### config.mk
export PLATFORM = sky130hd
export DESIGN_NAME = gboi_ram
export DESIGN_NICKNAME = d
export VERILOG_FILES = /design/src/hdl/grid_blockage_overlap_index_core_defines.svh /design/src/hdl/gboi_ram.sv
export SDC_FILE = /design/constraint.sdc
export NUM_CORES = 1
export LEC_CHECK = 0
export BUFFER_PORTS_ARGS = -buffer_cell sky130_fd_sc_hd__buf_2
export CORE_MARGIN = 2
export CORE_UTILIZATION = 30
export CTS_BUF_LIST = sky130_fd_sc_hd__clkbuf_4
export DETAILED_ROUTE_END_ITERATION = 8
export GPL_TIMING_DRIVEN = 0
export MAX_ROUTING_LAYER = met4
export SYNTH_ARGS = -nofsm -noshare
export SYNTH_HDL_FRONTEND = slang
export SYNTH_SLANG_ARGS = --single-unit
### constraint.sdc
create_clock -name i_clk -period 3.45 [get_ports i_clk]
set_input_delay 0.5175 -clock i_clk [delete_from_list [all_inputs] [get_ports i_clk]]
set_output_delay 0.5175 -clock i_clk [all_outputs]
set_load 0.02 [all_outputs]
### src/hdl/grid_blockage_overlap_index_core_defines.svh
// Assertion macros for the grid blockage index RTL.
// Expects i_clk and i_rst_n in the scope where a macro is used.
`ifndef GRID_BLOCKAGE_OVERLAP_INDEX_CORE_DEFINES_SVH
`define GRID_BLOCKAGE_OVERLAP_INDEX_CORE_DEFINES_SVH

// Same-cycle implication, checked outside reset.
`define GBOI_ASSERT_IMP(lbl, ante, cons) \
    lbl: assert property (@(posedge i_clk) disable iff (!i_rst_n) (ante) |-> (cons)) \
        else $error("gboi: implication check failed");

// Next-cycle implication, checked outside reset.
`define GBOI_ASSERT_NXT(lbl, ante, cons) \
    lbl: assert property (@(posedge i_clk) disable iff (!i_rst_n) (ante) |=> (cons)) \
        else $error("gboi: next-cycle check failed");

`endif

### src/hdl/gboi_ram.sv
// Generic simple dual-port RAM with registered read.
// No dependencies.
module gboi_ram #(
    parameter int unsigned WIDTH = 8,
    parameter int unsigned DEPTH = 16,
    localparam int unsigned AW = (DEPTH > 1) ? $clog2(DEPTH) : 1
) (
    input  logic             i_clk,
    input  logic             i_we,
    input  logic [AW-1:0]    i_waddr,
    input  logic [WIDTH-1:0] i_wdata,
    input  logic [AW-1:0]    i_raddr,
    output logic [WIDTH-1:0] o_rdata
);

    logic [WIDTH-1:0] r_mem [DEPTH];
    logic [WIDTH-1:0] r_rdata;

    always_ff @(posedge i_clk) begin
        if (i_we) begin
            r_mem[i_waddr] <= i_wdata;
        end
        r_rdata <= r_mem[i_raddr];
    end

    assign o_rdata = r_rdata;

endmodule

Yosys cells after proc, flatten, opt, wreduce, memory -nomap -nowiden. Memory sizes are Yosys's and may differ from the RTL's. A register that Yosys moved wholly into a read port is not among the register bits. Index checks and enable logic that the tools add are counted.

Word-level logic and storage cells: 3. RAM bits: 128. Memories kept: 1. Input port bits: 18. Register bits after elaboration: 0. Output and inout port bits: 8.

Memories: r_mem (words 16, bits a word 8, rd ports 1, clocked after Yosys merged registers in 1, write ports 1, line gboi_ram.sv:16) `logic [WIDTH-1:0] r_mem [DEPTH];`.

Mux-type cells: 2.

Operators with widths (number): $mux W1 (2).

Logic depth before layout (Yosys ltp).
Word-level depth: 2. Mapped depth: 5. Depth with buffers taken out: 3.

Least setup slack after synthesis. Ideal clock, no wire load.

Path kind: input to register. Start: input port i_waddr[2]. End: memory r_mem[0][0], enable pin. Data required time: 3.067 ns. Data arrival time: 1.627 ns. Stages: 2. Path slack: 1.440 ns. Path buffers: 0. Cells stage by stage: or3b_2 nor3_1.

RTL lines: start: declaration (line gboi_ram.sv:10) `input logic [AW-1:0] i_waddr,`; end: declaration (line gboi_ram.sv:16).

Straight into the memory's write port.

Final worst setup path.
Start: input port i_waddr[2]. End: memory r_mem[1][5], enable pin.

Straight into the memory's write port.

==> metrics.cfg <==
[status]
status = complete, no violations

[global_routing]
grt_start_max_net_pins = 17
antenna_found_initial = 0
use_met2_pct = 18.0
grt-ovfl-total = 0
grt_use_met1_pct = 16.8
grt_pass1_vias = 2421
grtUsageTotal_pct = 12.5
busiest_layer = met2
grt_pass1_wl_mm = 15.2
use_met3_pct = 4.58

[timing]
hold_viol_final = 0
slew_headroom_pct = 32.5
min_period_ps = 1830
whs_ps = 367
fin_setup_tns_ps = 0
slew_violations = 0
worst_pin_slew_ps = 1010
rsz0062_at_grt = false
clock_skew_ps = 9.81
max_freq_mhz = 546
fin_ws_ps = 1620
post-route-period-util_pct = 53.0
setup-violations-final = 0

[placement]
place_ws_ps = 991
io_buffers = 24
gp_congestion = 0.732
hpwl_mm = 6.60
dpl_cell_area_um2 = 5560
dpl.cell_count = 474

[clocking]
cts_sinks = 136
cts-htree-levels = 4
ctsHoldBuffers = 0
post_cts_resized = 0
clock_path_buffers = 2
cts.clk_slew.worst_paths_ps = 110
clockRootBuffer = clkbuf_4
clk_latency_ps = 520
cts_made_buffers = 17
cts_tree = done
cts_setup_buffers = 0

[pwr]
cellLeakagePower_nw = 1.89
powerDensity_nw_per_um2 = 530
ir_drop_v = 0.000172

[routing]
dr_total_vias = 2385
drt-wirelength-per-cell_um = 20.6
antenna_left = 0
viasPerCell = 4.72
dr.pass1.iters = 4
drt-total-wl_mm = 10.4
dr.first_iter.drc_count = 246
route.detailed.drc = 0

[layout]
design_area_um2 = 5860
antenna_cells = 0
area_growth_pct = 13.8
fin_cells = 505
layout-drive-gt1-share_pct = 30.2
nets = 291
final_cell_mix = edfxtp_1, buf_2, mux4_2, clkbuf_4, a22oi_1
final_common_cell = edfxtp_1

[synthesis]
syn-cell-area_um2 = 5150
syn_nets = 247
ys_seq_elements = 136
avgSynthCellArea_um2 = 22.5
netlist.area_leader.share_pct = 74.7
netlist_instances = 229
synth.area.top_cells = edfxtp_1, mux4_2, mux4_1
yosysSeqAreaShare_pct = 77.8
ys_types = 19
yosysTopAreaCell = edfxtp_1
ys_warn_count = 0

[die]
die_h_um = 135
initial_core_util_pct = 30.8
ioPinCount = 26
core_area_um2 = 16700
die-area_um2 = 18200
die_x_um = 135
std_cell_rows = 47

[critical_path]
reg2reg_setup_slack_ps = 2010
reg2reg_depth = 3
crit_path_max_fanout = 8
path_class = in2reg
end_kind = flop
timing.rr.start = r_mem[3][4]
critPathLaunchType = primary input
arrival_ps = 1970
required_ps = 3590
r2r-end = o_rdata[4]

[min_path]
hold_start = i_wdata[2]
hold_path_end = r_mem[1][2]
min_path_type = in2reg
worstHoldPathCells = 1

[run]
maxCapViolCount = 0

-- critical path, cell delays in order --
cell and delay [ps]:
buf_2 110, or3b_2 540, nor2_1 790
-- per-layer routing --
| layer | part of all wire, % | wire, µm |
|---|---|---|
| met5 | 0 | 0 |
| met4 | 0.92 | 96 |
| met3 | 5.3 | 552 |
| met2 | 46 | 4840 |
| met1 | 47 | 4920 |
-- flip-flops by register name (all words and copies together), names as in the netlist --
register / cells
o_rdata: 8
r_mem: 128
-- per-stage QoR --
step | total power, mW | util (%)
floorplan | 2.00 | -
global placement | 2.07 | 33.2
detailed placement | 2.08 | 33.3
CTS | 3.13 | 35.0
global route | 3.22 | 35.1
finish | 3.11 | 35.1
-- worst max-delay path by stage --
stage	to	slack [ps]	start	cells past startpoint
floorplan	r_mem[0][0]	1440	i_waddr[2]	2
global placement	r_mem[0][7]	730	i_waddr[2]	3
detailed placement	r_mem[4][7]	990	i_waddr[3]	3
CTS	r_mem[4][5]	1560	i_waddr[3]	3
global route	r_mem[1][5]	1620	i_waddr[2]	3
finish	r_mem[1][5]	1620	i_waddr[2]	3
-- synth_stat cells --
| library cell | n |
|---|---|
| a22oi_1 | 16 |
| and2_1 | 1 |
| and2b_1 | 1 |
| buf_2 | 3 |
| buf_4 | 1 |
| buf_6 | 3 |
| clkdlybuf4s25_2 | 3 |
| dfxtp_1 | 8 |
| edfxtp_1 | 128 |
| mux4_1 | 14 |
| mux4_2 | 18 |
| nand2_1 | 9 |
| nand2b_1 | 2 |
| nand3_1 | 1 |
| nand3b_1 | 2 |
| nor2_1 | 13 |
| nor2b_1 | 1 |
| nor3_1 | 4 |
| or3b_2 | 1 |
-- power by group --
group / internal [mW] / switching [mW]
clock network: 0.501 / 0.563
logic: 0.0735 / 0.115
registers: 1.84 / 0.00783
-- area by class of cell --
cell class                 instances  area [µm²]
clock inverter                    13         155
fill                            1584       10800
tap                              220         275
buffer                            10        86.3
timing repair buffer              25         128
sequential                       136        4000
multi-input combinational         83        1070
clock buffer                      18         135
-- logic make-up (layout without fill, tap and decap cells) --
group	count (synthesis)	after routing	synth area share, %
AO/OA/AOI/OAI	16	16	2.33
multiplexers	32	32	15.0
AND/OR/NAND/NOR	35	35	3.18
buffers and inverters	10	66	1.68
flip-flops	136	136	77.8
Note: power is estimated with default switching activity, not from simulation.
