==> config.mk <==
export PLATFORM = sky130hd
export DESIGN_NAME = gboi_div
export DESIGN_NICKNAME = d
export VERILOG_FILES = /design/src/hdl/grid_blockage_overlap_index_core_defines.svh /design/src/hdl/gboi_pkg.sv /design/src/hdl/gboi_div.sv
export SDC_FILE = /design/constraint.sdc
export NUM_CORES = 1
export LEC_CHECK = 0
export ABC_AREA = 1
export ABC_CLOCK_PERIOD_IN_PS = 4310
export BUFFER_PORTS_ARGS = -buffer_cell sky130_fd_sc_hd__buf_2
export CAP_MARGIN = 20
export CORE_ASPECT_RATIO = 0.9
export CORE_MARGIN = 4
export CORE_UTILIZATION = 61
export DETAILED_ROUTE_END_ITERATION = 8
export PLACE_DENSITY = 0.9
export SKIP_CTS_REPAIR_TIMING = 1
export SYNTH_ARGS = -nofsm -noshare
export SYNTH_HDL_FRONTEND = slang
export SYNTH_SLANG_ARGS = --single-unit
==> constraint.sdc <==
create_clock -name i_clk -period 4.31 [get_ports i_clk]
set_input_delay 0.6465 -clock i_clk [delete_from_list [all_inputs] [get_ports i_clk]]
set_output_delay 0.6465 -clock i_clk [all_outputs]
set_load 0.05 [all_outputs]
==> src/hdl/grid_blockage_overlap_index_core_defines.svh <==
// Assertion macros for the grid blockage index RTL.
// Expects i_clk and i_rst_n in the scope where a macro is used.
`ifndef GRID_BLOCKAGE_OVERLAP_INDEX_CORE_DEFINES_SVH
`define GRID_BLOCKAGE_OVERLAP_INDEX_CORE_DEFINES_SVH

// Same-cycle implication, checked outside reset.
`define GBOI_ASSERT_IMP(lbl, ante, cons) \
    lbl: assert property (@(posedge i_clk) disable iff (!i_rst_n) (ante) |-> (cons)) \
        else $error("gboi: implication check failed");

// Next-cycle implication, checked outside reset.
`define GBOI_ASSERT_NXT(lbl, ante, cons) \
    lbl: assert property (@(posedge i_clk) disable iff (!i_rst_n) (ante) |=> (cons)) \
        else $error("gboi: next-cycle check failed");

`endif

==> src/hdl/gboi_pkg.sv <==
// Package for the grid blockage index: defaults, codes and shared types.
// No dependencies.
package gboi_pkg;

    localparam int unsigned MAX_GRID_DEF   = 64;
    localparam int unsigned SLOTS_DEF      = 8;
    localparam int unsigned COORD_BITS_DEF = 32;
    localparam int unsigned OWNER_BITS_DEF = 16;

    localparam int unsigned SIZE_BITS     = 31;
    localparam int unsigned GRID_REG_BITS = 7;
    localparam int unsigned ADDR_BITS     = 5;
    localparam int unsigned APB_DW        = 32;

    localparam logic [GRID_REG_BITS-1:0] GRID_RESET = 7'd50;

    localparam logic CMD_INSERT = 1'b0;
    localparam logic CMD_QUERY  = 1'b1;

    typedef enum logic [2:0] {
        REG_DIE_X = 3'd0,
        REG_DIE_Y = 3'd1,
        REG_BIN_W = 3'd2,
        REG_BIN_H = 3'd3,
        REG_GRID  = 3'd4
    } t_reg_idx;

    typedef struct packed {
        logic busy;
        logic done;
    } t_div_sts;

endpackage

==> src/hdl/gboi_div.sv <==
// Restoring divider that yields a bin index clamped to [0, dim-1].
// One compare-subtract per cycle; depends on gboi_pkg.
module gboi_div import gboi_pkg::*; #(
    parameter int unsigned MAX_GRID = MAX_GRID_DEF,
    parameter int unsigned DW       = COORD_BITS_DEF + 1,
    localparam int unsigned IDX_W = (MAX_GRID > 1) ? $clog2(MAX_GRID) : 1,
    localparam int unsigned DIM_W = IDX_W + 1
) (
    input  logic                  i_clk,
    input  logic                  i_rst_n,
    input  logic                  i_start,
    input  logic signed [DW-1:0]  i_dividend,
    input  logic [SIZE_BITS-1:0]  i_divisor,
    input  logic [DIM_W-1:0]      i_dim,
    output t_div_sts              o_sts,
    output logic [IDX_W-1:0]      o_index
);

    localparam int unsigned TW = SIZE_BITS + IDX_W;
    localparam int unsigned CW = ((DW > TW) ? DW : TW) + 1;
    localparam int unsigned SW = $clog2(IDX_W + 1);

    logic              r_busy;
    logic              r_done;
    logic [SW-1:0]     r_step;
    logic [CW-1:0]     r_rem;
    logic [CW-1:0]     r_trial;
    logic [IDX_W-1:0]  r_q;

    logic [CW-1:0]     w_mag;
    logic [CW-1:0]     w_lim;
    logic              w_bit;

    assign w_mag = CW'(i_dividend[DW-2:0]);
    assign w_lim = CW'(i_divisor) << IDX_W;
    assign w_bit = (r_rem >= r_trial);

    always_ff @(posedge i_clk) begin
        if (!i_rst_n) begin
            r_busy <= 1'b0;
            r_done <= 1'b0;
        end else begin
            r_done <= 1'b0;
            if (i_start) begin
                if (i_dividend[DW-1]) begin
                    r_q    <= '0;
                    r_done <= 1'b1;
                end else if (w_mag >= w_lim) begin
                    // saturate, the clamp below maps it to dim-1
                    r_q    <= '1;
                    r_done <= 1'b1;
                end else begin
                    r_rem   <= w_mag;
                    r_trial <= CW'(i_divisor) << (IDX_W - 1);
                    r_step  <= SW'(IDX_W);
                    r_q     <= '0;
                    r_busy  <= 1'b1;
                end
            end else if (r_busy) begin
                if (w_bit) begin
                    r_rem <= r_rem - r_trial;
                end
                r_q     <= IDX_W'({r_q, w_bit});
                r_trial <= r_trial >> 1;
                r_step  <= r_step - 1'b1;
                if (r_step == SW'(1)) begin
                    r_busy <= 1'b0;
                    r_done <= 1'b1;
                end
            end
        end
    end

    assign o_sts.busy = r_busy;
    assign o_sts.done = r_done;
    assign o_index    = (DIM_W'(r_q) >= i_dim) ? IDX_W'(i_dim - 1'b1) : r_q;

endmodule

Word level (Yosys, flattened, before mapping) --
Cells that the tools add are included.
Word-level totals: flip-flop bits (word level) 87, word-level logic and storage cells 49, output and inout bits 8, bits of input ports 74
Operators by class: equal/unequal tests 3, reductions and logical operators 6, add/sub/neg operators 3, magnitude comparators 3, multiplexer cells 28
Operators by type and width (number):
- $mux W38 | 9
- $ge A38 B38 Y1 | 1
- $sub A38 B38 Y38 | 1
- $ge A32 B37 Y1 | 1
- $mux W6 | 5
- $mux W3 | 4
- $mux W1 | 10
- $ge A6 B7 Y1 | 1
- $sub A6 B1 Y6 const B | 1
- $reduce_and A5 Y1 | 1
- $ne A2 B2 Y1 const B | 2
- $reduce_and A2 Y1 | 2
- $reduce_and A4 Y1 | 1
- $reduce_bool A2 Y1 | 2
- $eq A3 B1 Y1 const B | 1
- $sub A3 B1 Y3 const B | 1

Depth between registers and ports, before layout --
depth in word-level cells 4, mapped depth 16

Worst setup path after synthesis --
No wires, ideal clock.
path type in2reg, from input port i_divisor[22], to register r_rem[0] (enable), stages on the path 10, required time 3.876 ns, buffers on the path 0, arrival time 3.294 ns, path slack 0.582 ns, cell sequence inv_1 > ha_1 > a21o_1 > nor2_1 > nand2_1 > a21oi_1 > nand3_1 > nand2_1 > nand3_1 > nor2_1
Between the ends: cells in the longest elaborated chain, start to end 3
Ends and longest elaborated chain:
- start, declared | line gboi_div.sv:13 | input logic [SIZE_BITS-1:0] i_divisor,
- $ge A32 B37 Y1 | line gboi_div.sv:48 | end else if (w_mag >= w_lim) begin
- $ne A2 B2 Y1 (no source line)
- $reduce_and A5 Y1 (no source line)
- end signal, assigned | line gboi_div.sv:53 | r_rem <= w_mag;
- end signal, assigned | line gboi_div.sv:61 | r_rem <= r_rem - r_trial;
- end, declared | line gboi_div.sv:26 | logic [CW-1:0] r_rem;
No other way between the ends. A chain may end at the register's enable or synchronous reset.

Worst setup path in the final report --
from input port i_dim[2], to output port o_index[0]
Between the ends: cells in the longest elaborated chain, start to end 2
Ends and longest elaborated chain:
- start, declared | line gboi_div.sv:14 | input logic [DIM_W-1:0] i_dim,
- $ge A6 B7 Y1 | line gboi_div.sv:76 | assign o_index = (DIM_W'(r_q) >= i_dim) ? IDX_W'(i_dim - 1'b1) : r_q;
- $mux W6 | line gboi_div.sv:76
- end, declared | line gboi_div.sv:16 | output logic [IDX_W-1:0] o_index
No other way between the ends.

==> impl_metrics.tcl <==
set metrics [dict create \
    fmax_mhz 333.6 \
    rsz0062_at_grt "false" \
    critPathLaunchType "input pin" \
    detail_route.wl_per_cell_um 15.71 \
    port_buffers 81 \
    routabilityCongestion 0.9676 \
    num_vias 7444 \
    finalWirelength_um 21400 \
    worstRegToRegCells 12 \
    power.clock.fraction 0.287 \
    first_iter_violations 718 \
    cts-htree-levels 3 \
    finalSetupTns_ns 0 \
    grt_overflow_total 0 \
    worstHoldPathType "in2reg" \
    area_growth_pct 10.83 \
    slew_headroom 0.4934 \
    grt_pass1_wl_um 34930 \
    boundaryPins 82 \
    post_synth.cell_area_avg_um2 6.841 \
    die_width_um 126.1 \
    setup-violations-final 0 \
    power.switching_mw 0.8504 \
    fin_nets 1343 \
    grt_max_degree 85 \
    p_leak_nw 4.457 \
    path_max_fanout 12 \
    synthArstFlopShare 0 \
    vias_per_cell 5.465 \
    yosys_warnings 0 \
    synth-seq-cells 85 \
    cts_buffer_depth 2 \
    hold_viol_final 0 \
    grt_pass1_vias 7150 \
    fillers 1049 \
    rows 38 \
    synth-main-ff-cell "edfxtp_1" \
    dp_hpwl_um 17240 \
    whs_path_depth 3 \
    clock_skew_ns 0.006014 \
    crit_type "in2out" \
    peakVddDrop_mv 0.3749 \
    timing.rr.end "r_rem[25]" \
    worstPathArrival_ns 2.35 \
    cp-startpoint "i_dim[2]" \
    p_seq_frac 0.402 \
    power.internal_mw 1.618 \
    core_area_um2 12170 \
    r2r_start "r_trial[0]" \
    hold_path_end "r_done" \
    dieHeight_um 114.3 \
    maxCapViolCount 0 \
    outcome "completed" \
    drive_gt1_frac 0.1131 \
    clock-sinks 85 \
    cts-root-buf "clkbuf_16" \
    min_from "i_rst_n" \
    ys_seq_area_frac 0.3305 \
    final_cells 1362 \
    yosysUniqueCellTypes 42 \
    initial_utilization 0.6295 \
    r2r_slack_ns 1.32 \
    fin_crit_ns 2.997 \
    combPwrFrac 0.311 \
    die_area_um2 14420 \
    drv_slew 0 \
    syn_inst 1120 \
    antenna_found_initial 0 \
    cts-buffers-inserted 9 \
    tritoncts "yes" \
    dp.cells 1346 \
    worstPathRequired_ns 3.66 \
    drtPass1Iterations 5 \
    path_clk_slew_ns 0.06 \
    synth_edf_count 83 \
    end_kind "primary output" \
    fin_crit_sh 0.6955 \
    antenna_left 0 \
    antenna_cells 0 \
    track_usage 0.3039 \
    drc_errors 0 \
    worst_slew_pin_slew_ns 0.7565 \
    syn_nets 1266 \
    insertion_delay_ns 0.35 \
    p_sw_frac 0.3446 \
    syn_area_um2 7662 \
    cellPowerDensity_nw_per_um2 290.6 \
]
## state kept, by name (all words and copies together) (netlist names)
signal / flops
r_busy: 1
r_done: 1
r_q: 6
r_rem: 38
r_step: 3
r_trial: 36
## cell usage after synthesis (all sizes together) (9+ instances only)
cell type	instances	area, um2
nand2	377	1455
inv	206	773.2
nor2	94	372.9
edfxtp	83	2492
o21ai	74	389.1
ha	71	888.4
nand3	60	310.3
a21oi	55	282.8
nand4	21	131.4
clkbuf	14	52.55
nand3b	10	75.07
nor3	9	50.05
## layer usage
| layer | vias up | wire length [um] | global-route usage |
|---|---|---|---|
| met5 | - | 0 | 0 |
| met4 | 0 | 397 | 0.08506 |
| met3 | 37 | 1597 | 0.04618 |
| met2 | 287 | 9653 | 0.4952 |
| met1 | 3371 | 9748 | 0.4249 |
| li1 | 3749 | - | - |
## cell families after synthesis
family          share of synthesized area
simple gates                       0.3215
buf+inv                            0.1138
compound gates                     0.1030
flops                              0.3305
fa+ha+maj                          0.1185
xor+xnor                          0.01257
## worst max-delay path: stages
cell      delay [ns]
buf_2           0.11
inv_1           0.06
ha_1            0.31
nand4_1         0.08
o211ai_1        0.62
nand2_1         0.12
o21ai_0         0.11
buf_2           0.29
## area by class of cell
class	instances	area, um2	share of cell area
Timing Repair Buffer	86	457.9	0.05393
Multi-Input combinational cell	809	4265	0.5023
Clock inverter	4	26.28	0.003094
Sequential cell	85	2532	0.2982
Clock buffer	12	236.5	0.02785
Inverter	206	773.2	0.09106
Tap cell	160	200.2	0.02357
## placed cells by master (no fill, tap or decap), types with 4 or more instances in the layout
| cell | n |
|---|---|
| a21oi_1 | 53 |
| buf_2 | 80 |
| buf_4 | 5 |
| clkbuf_16 | 9 |
| edfxtp_1 | 83 |
| ha_1 | 71 |
| inv_1 | 203 |
| nand2_1 | 361 |
| nand2_2 | 16 |
| nand3_1 | 58 |
| nand3b_1 | 10 |
| nand4_1 | 21 |
| nor2_1 | 87 |
| nor2_2 | 5 |
| nor3_1 | 8 |
| o21ai_0 | 67 |
| o21ai_1 | 4 |
| o21bai_1 | 5 |
| or2_1 | 4 |
| xnor2_1 | 6 |
| xor2_1 | 5 |
## power groups by stage
| stage | sequential [mW] | clock, mW | combinational [mW] |
|---|---|---|---|
| 2_1_floorplan | 1.01 | 0 | 0.533 |
| 5_1_grt | 0.995 | 0.755 | 0.862 |
| 6_report | 0.992 | 0.710 | 0.767 |
| 3_3_place_gp | 1.01 | 0 | 0.731 |
| 4_1_cts | 0.991 | 0.716 | 0.755 |
| 3_5_place_dp | 1.01 | 0 | 0.748 |
## through the flow
stage	hold slack, ns	util	power, mW	area (um2)	setup slack (ns)
final	0.5061	0.6977	2.468	8492	1.313
after CTS	0.4950	0.6977	2.463	8492	1.308
after global placement	0.5101	0.6761	1.737	8229	1.098
after detailed placement	0.5414	0.6761	1.757	8229	1.022
after floorplan	0.4804	-	1.538	7662	0.5821
after global routing	0.5139	0.6977	2.612	8492	1.058
## worst max-delay path by stage
stage / to / depth (start not counted)
global route: o_index[0] / 8
global placement: r_rem[29] / 11
finish: o_index[0] / 8
floorplan: r_rem[0] / 10
detailed placement: r_rem[29] / 14
CTS: o_index[0] / 8
Power figures use the tool's default switching activity.
